[config.mk]
export PLATFORM = sky130hd
export DESIGN_NAME = tta_cell
export DESIGN_NICKNAME = d
export VERILOG_FILES = /design/src/design/tta_pkg.sv /design/src/design/tta_cell.sv
export SDC_FILE = /design/constraint.sdc
export NUM_CORES = 1
export LEC_CHECK = 0
export ABC_AREA = 1
export ABC_CLOCK_PERIOD_IN_PS = 5860
export BUFFER_PORTS_ARGS = -buffer_cell sky130_fd_sc_hd__buf_2
export CORE_AREA = 2 2 171 173
export DETAILED_ROUTE_END_ITERATION = 10
export DIE_AREA = 0 0 173 175
export PLACE_DENSITY = 0.51
export SETUP_SLACK_MARGIN = 0.3
export SYNTH_ARGS = -nofsm -noshare
export SYNTH_HDL_FRONTEND = slang
export SYNTH_SLANG_ARGS = --single-unit
[constraint.sdc]
create_clock -name clock -period 5.86 [get_ports clock]
set_clock_uncertainty 0.2 [all_clocks]
set_input_delay 0.293 -clock clock [delete_from_list [all_inputs] [get_ports clock]]
set_output_delay 0.293 -clock clock [all_outputs]
set_load 0.005 [all_outputs]
[src/design/tta_pkg.sv]
`default_nettype none
package tta_pkg;

   localparam int SLOTS  = 32;
   localparam int IDX_W  = $clog2(SLOTS);
   localparam int CNT_W  = $clog2(SLOTS + 1);

   // slot states
   localparam logic [1:0] ST_RUNNING  = 2'd0;
   localparam logic [1:0] ST_STOPPED  = 2'd1;
   localparam logic [1:0] ST_WAIT_ARB = 2'd2;

   // commands
   localparam logic [3:0] CMD_CREATE  = 4'd0;
   localparam logic [3:0] CMD_STOP    = 4'd1;
   localparam logic [3:0] CMD_SETPRIO = 4'd2;
   localparam logic [3:0] CMD_GETPRIO = 4'd3;
   localparam logic [3:0] CMD_SUSPEND = 4'd4;
   localparam logic [3:0] CMD_WAKE    = 4'd5;
   localparam logic [3:0] CMD_COMPACT = 4'd6;
   localparam logic [3:0] CMD_FIND    = 4'd7;
   localparam logic [3:0] CMD_ALIVE   = 4'd8;
   localparam logic [3:0] CMD_SELECT  = 4'd9;

   // status codes
   localparam logic [2:0] S_OK        = 3'd0;
   localparam logic [2:0] S_FULL      = 3'd1;
   localparam logic [2:0] S_NOT_FOUND = 3'd2;
   localparam logic [2:0] S_STOPPED   = 3'd3;
   localparam logic [2:0] S_BEYOND    = 3'd4;

   localparam logic [31:0] PSEUDO_HANDLE   = 32'hffff8000;
   localparam logic [7:0]  WAKE_PRIO_LIMIT = 8'h80;

   typedef struct packed {
      logic [1:0]  state;
      logic [31:0] handle;
      logic [7:0]  prio;
      logic [31:0] arb;
      logic [31:0] addr;
   } entry_type;

   // ring control, broadcast from the head unit to every cell
   typedef struct packed {
      logic             shift;
      logic             ins_en;
      logic [IDX_W-1:0] tail_idx;
      entry_type        ins_entry;
      logic             wr_en;
      logic [IDX_W-1:0] wr_idx;
      entry_type        wr_entry;
   } ring_ctrl_type;

endpackage
`default_nettype wire

[src/design/tta_cell.sv]
`default_nettype none
module tta_cell (
   input  wire logic                          clock,
   input  wire logic [tta_pkg::IDX_W-1:0]     my_idx,
   input  wire tta_pkg::ring_ctrl_type        ctrl,
   input  wire tta_pkg::entry_type            nbr_entry,
   output tta_pkg::entry_type                 entry_q
);

   tta_pkg::entry_type entry_ff, entry_in;

   always_comb begin
      entry_in = entry_ff;
      if (ctrl.wr_en && (ctrl.wr_idx == my_idx)) begin
         entry_in = ctrl.wr_entry;
      end else if (ctrl.shift) begin
         // the tail cell takes the entry leaving the head
         if (ctrl.ins_en && (ctrl.tail_idx == my_idx)) begin
            entry_in = ctrl.ins_entry;
         end else begin
            entry_in = nbr_entry;
         end
      end
   end

   always_ff @(posedge clock) begin
      entry_ff <= entry_in;
   end

   assign entry_q = entry_ff;

endmodule
`default_nettype wire
==> impl_metrics.json, run 1 <==
{
  "wl_per_cell_microns": 16.1,
  "vias": 8027,
  "ant_nets": 0,
  "gr-usage-all-layers": 0.186,
  "wl_met2_microns": 14200,
  "largest_register_ffs": 106,
  "via_per_inst": 4.50,
  "postCtsHoldBufs": 41,
  "fp.dieH_microns": 175,
  "cts_setup_buffers": 0,
  "wl_met3_microns": 2560,
  "cts.sink_count": 106,
  "synthDistinctLibCells": 18,
  "core_sq_um": 28400,
  "async_reset_ff_frac": 0,
  "hold_path_end": "entry_q[7]",
  "wl_met1_microns": 11500,
  "finalCritPeriodShare": 0.487,
  "power_mw": 2.00,
  "synthTopCellsByArea": "edfxtp_1 46%, nand2_1 18%, inv_1 12%, nand4_1 9.6%, nand3_1 7.7%",
  "area_growth_pct": 46.1,
  "port_buffers": 442,
  "ys_ff_latch": 106,
  "fin_nets": 1733,
  "synth.most_common_cell": "nand2_1",
  "yosysTopAreaCell": "edfxtp_1",
  "setup_violations": 0,
  "first_pass_iters": 4,
  "hpwl_microns": 19800,
  "required_ns": 5.87,
  "root_buffer": "clkbuf_16",
  "path_clk_slew_ns": 0.08,
  "ios": 443,
  "gp_congestion": 0.823,
  "synth_commonest_cells": "334 x nand2_1, 218 x inv_1, 106 x edfxtp_1, 106 x nand3_1, 106 x nand4_1",
  "rsz0062_at_grt": "false",
  "syn_area_per_cell_sq_um": 7.20,
  "seq_area_frac_synth": 0.462,
  "crit_path_start_kind": "input port",
  "maxCapViolCount": 0,
  "cts_tree": "yes",
  "ys_warn_count": 0,
  "netlist_area_sq_um": 6890,
  "drc": 0,
  "hold_depth": 3,
  "antenna_found_initial": 3,
  "synth_top_area_share": 0.462,
  "fp.dieArea_sq_um": 30300,
  "die_w_microns": 173,
  "vdd_drop_max_uv": 112,
  "place_ws_ns": 2.64,
  "slew_headroom": 0.215,
  "cts_max_level": 3,
  "drt_iter0_drc": 424,
  "clockBufferDepth": 2,
  "hp-class": "input port to flop",
  "floorplan.initialDensity": 0.243,
  "gr-total-overflow": 0,
  "layout_min_cycle_time_ns": 2.85,
  "cts_resized": 0,
  "status": "complete, no violations",
  "path_class": "input port to flop",
  "cts_inserted_buffers": 9,
  "p_leak_nw": 5.70,
  "syn_nets": 1294,
  "wl_microns": 28700,
  "final_util": 0.354,
  "max_freq_ghz": 0.351,
  "finalHoldViolations": 0,
  "finalWorstSetupSlack_ns": 3.01,
  "power_density_nw_per_um2": 199,
  "rows": 62,
  "diodes": 0,
  "grt_pass1_wl_microns": 44100,
  "drive_gt1_frac": 0.340,
  "critical_path_peak_fanout": 55,
  "hp-start": "ctrl[7]",
  "synth_edf_count": 106,
  "netlist_instances": 957,
  "grt_max_degree": 95,
  "drv_slew": 0,
  "finalSetupTns_ns": 0,
  "synth_top_flop_cell": "edfxtp_1",
  "arrival_ns": 2.86,
  "grt_pass1_vias": 8040,
  "whs_ns": 0.0202,
  "maxUsedRoutingLayer": "met5",
  "tightest_slew_ns": 1.18,
  "endpoint_kind": "flop"
}
[layout by cell type (no fill, tap or decap)]
| master | count |
|---|---|
| buf_12 | 1 |
| buf_2 | 442 |
| buf_4 | 10 |
| clkbuf_16 | 9 |
| clkinv_1 | 3 |
| clkinv_2 | 1 |
| clkinv_4 | 2 |
| clkinvlp_4 | 1 |
| dlygate4sd3_1 | 41 |
| edfxtp_1 | 106 |
| inv_1 | 218 |
| inv_2 | 3 |
| inv_6 | 1 |
| nand2_1 | 334 |
| nand3_1 | 106 |
| nand3_4 | 2 |
| nand4_1 | 106 |
| nor2_1 | 7 |
| nor2_4 | 3 |
| o21ai_0 | 2 |
| or2_4 | 1 |
| xor2_1 | 2 |
[how the worst max path moves through the flow]
stage | cells past startpoint | from | endpoint
after detailed placement | 11 | my_idx[2] | entry_q[14]
final | 10 | my_idx[2] | entry_q[77]
after CTS | 11 | my_idx[2] | entry_q[77]
after global placement | 11 | my_idx[2] | entry_q[77]
after floorplan | 6 | my_idx[4] | entry_q[0]
after global routing | 10 | my_idx[2] | entry_q[44]
[through the flow]
stage / instance area [sq um] / cells
2_1_floorplan: 6890 / 957
3_3_place_gp: 9380 / 1728
3_5_place_dp: 9380 / 1728
4_1_cts: 10100 / 1785
5_1_grt: 10100 / 1785
6_report: 10100 / 1785
[report_power, final]
part | total [mW] | internal, mW | switching (mW) | leakage [nW]
sequential | 0.947 | 0.926 | 0.0215 | 1.04
clock | 0.594 | 0.289 | 0.305 | 0.129
combinational | 0.462 | 0.204 | 0.257 | 4.53
[metal layers]
layer,GRT usage,vias to the layer above
li1,-,3908
met1,0.219,3668
met2,0.333,412
met3,0.0527,33
met4,0.0480,6
met5,0,-
[worst max-delay path: stages]
cell and delay, ns:
buf_2 0.12, nor2_1 0.11, nor2_1 0.12, nor2_4 0.09, buf_4 0.46, nand3_4 0.64
buf_4 0.55, nand2_1 0.15, nand3_1 0.08, nand2_1 0.11
[area by class of cell]
class	instances	area, sq um
Fill cell	3199	18300
Sequential cell	106	3180
Timing Repair Buffer	494	2720
Multi-Input combinational cell	563	2580
Inverter	222	835
Tap cell	384	480
Clock buffer	9	225
Clock inverter	7	45.0
[logic make-up after synthesis]
kind of cell,after synthesis,synth area share
xor+xnor,2,0.00254
buf+inv,288,0.167
flops,106,0.462
compound gates,2,0.00145
simple gates,559,0.367
Power figures use the tool's default switching activity.
==> run 2: changes to the inputs <==
--- a/config.mk
+++ b/config.mk
@@ -6,12 +6,12 @@
 export NUM_CORES = 1
 export LEC_CHECK = 0
 export ABC_AREA = 1
-export ABC_CLOCK_PERIOD_IN_PS = 5860
+export ABC_CLOCK_PERIOD_IN_PS = 2400
 export BUFFER_PORTS_ARGS = -buffer_cell sky130_fd_sc_hd__buf_2
-export CORE_AREA = 2 2 171 173
+export CORE_AREA = 2 2 172 174
 export DETAILED_ROUTE_END_ITERATION = 10
-export DIE_AREA = 0 0 173 175
-export PLACE_DENSITY = 0.51
+export DIE_AREA = 0 0 174 176
+export PLACE_DENSITY = 0.52
 export SETUP_SLACK_MARGIN = 0.3
 export SYNTH_ARGS = -nofsm -noshare
 export SYNTH_HDL_FRONTEND = slang
==> constraint.sdc (replaced) <==
create_clock -name clock -period 2.4 [get_ports clock]
set_clock_uncertainty 0.2 [all_clocks]
set_input_delay 0.12 -clock clock [delete_from_list [all_inputs] [get_ports clock]]
set_output_delay 0.12 -clock clock [all_outputs]
set_load 0.005 [all_outputs]
==> impl_metrics.json, run 2 (synthesized netlist as in run 1, its figures left out) <==
{
  "wl_met2_microns": 15300,
  "arrival_ns": 1.92,
  "critical_path_peak_fanout": 51,
  "required_ns": 2.30,
  "max_freq_ghz": 0.495,
  "cp_common_cell": "nand2_1",
  "endpoint_kind": "flop",
  "postLayoutCellArea_sq_um": 12100,
  "cts.sink_count": 106,
  "hp-class": "input port to flop",
  "p_int_mw": 3.85,
  "crit_path_cell_trace": "buf_2, inv_2, nand2_1, nand2_1, nor2_4, buf_12, nand3_4, buf_16, nand2_1, nand3_1, nand2_1, dlygate4sd3_1",
  "core_sq_um": 28500,
  "path_class": "input port to flop",
  "placedInstanceArea_sq_um": 9570,
  "ant_nets": 0,
  "wl_microns": 30500,
  "ios": 443,
  "power_switching_share": 0.275,
  "clockPowerShare": 0.287,
  "drc": 0,
  "area_growth_pct": 75.4,
  "finalHoldViolations": 0,
  "power_mw": 5.31,
  "drt_iter0_drc": 503,
  "rsz0062_at_grt": "true",
  "cts_inserted_buffers": 9,
  "wl_per_cell_microns": 15.5,
  "crit_path_start_kind": "input port",
  "finalSetupTns_ns": 0,
  "setup_violations": 0,
  "rows": 62,
  "p_switching_mw": 1.46,
  "place_ws_ns": 0.292,
  "gr-total-overflow": 0,
  "drv_slew": 0,
  "power_density_nw_per_um2": 439,
  "die_w_microns": 174,
  "vias": 8787,
  "grt_max_degree": 107,
  "wl_met1_microns": 11900,
  "max_stage_delay_ns": 0.56,
  "gp_congestion": 0.837,
  "vdd_drop_max_uv": 255,
  "place_inst": 1732,
  "status": "complete, no violations",
  "grt_pass1_vias": 8697,
  "final_common_cell": "buf_2",
  "p_leak_nw": 6.54,
  "first_pass_iters": 5,
  "drive_gt1_frac": 0.307,
  "tightest_slew_ns": 0.307,
  "antenna_found_initial": 4,
  "floorplan.initialDensity": 0.241,
  "wl_met3_microns": 2580,
  "finalWorstSetupSlack_ns": 0.381,
  "whs_ns": 0.0294,
  "clockBufferDepth": 2,
  "port_buffers": 442,
  "via_per_inst": 4.47,
  "final_util": 0.423,
  "instances_no_fill": 1964,
  "finalCritPeriodShare": 0.841,
  "hpwl_microns": 19900,
  "maxUsedRoutingLayer": "met5",
  "maxCapViolCount": 0,
  "layout_min_cycle_time_ns": 2.02,
  "slew_headroom": 0.793,
  "fin_nets": 1910,
  "power_frac_comb": 0.277,
  "fp.dieArea_sq_um": 30600,
  "path_clk_slew_ns": 0.08,
  "seqPwrFrac": 0.436,
  "slowest_stage": "dlygate4sd3_1",
  "fillers": 3002,
  "cts_max_level": 3,
  "cts_tree": "yes",
  "gr-usage-all-layers": 0.185,
  "fp.dieH_microns": 176,
  "layout_common_cells": "442 x buf_2, 334 x nand2_1, 218 x inv_1",
  "grt_pass1_wl_microns": 44900,
  "root_buffer": "clkbuf_16",
  "largest_register_ffs": 106
}
[run 2: cell types whose count changed in the layout (fill, tap and decap cells not counted), sizes merged]
cell,previous run,this run
clkbuf,9,14
clkinvlp,1,2
bufinv,0,1
diode,0,3
dlygate4sd3,41,210
buf,453,458
clkinv,6,1
[run 2: timing repair]
item | 4_1_cts | 5_1_grt
endpoints found under the hold margin | 106 | 0
buffers inserted | 0 | 1
hold buffers | 210 | 0
setup endpoints to repair | 0 | 72
resized for setup | 0 | 3
[run 2: metal layers]
| metal | vias up | track usage |
|---|---|---|
| met5 | - | 0 |
| met1 | 4019 | 0.215 |
| met4 | 2 | 0.0623 |
| li1 | 4259 | - |
| met2 | 458 | 0.335 |
| met3 | 49 | 0.0448 |
[run 2: cell type report]
type	instances	area, sq um	share of cell area
timing repair buffer	671	4710	0.390
sequential	106	3180	0.264
multi-input combinational	563	2580	0.213
inverter	222	836	0.0692
tap	384	480	0.0398
clock buffer	11	233	0.0193
clock inverter	4	53.8	0.00445
antenna	3	7.51	0.000622
[run 2: path summary, 6_finish.rpt]
| path | cells after the start | slack (ns) | startpoint | end |
|---|---|---|---|---|
| setup / recovery | 12 | 0.38 | my_idx[1] | entry_q[49] |
| hold / removal | 5 | 0.03 | nbr_entry[2] | entry_q[2] |
[run 2: critical path, delay by kind of cell]
| family | cells | cell delay [ns] |
|---|---|---|
| buf+inv | 5 | 1.11 |
| simple gates | 7 | 0.62 |
[run 2: power groups by stage]
stage / logic, mW / registers, mW / clock network (mW)
after floorplan: 0.422 / 2.38 / 0
after global placement: 1.11 / 2.35 / 0
after detailed placement: 1.11 / 2.35 / 0
after CTS: 1.44 / 2.31 / 1.59
after global routing: 1.61 / 2.33 / 1.65
final: 1.47 / 2.31 / 1.52
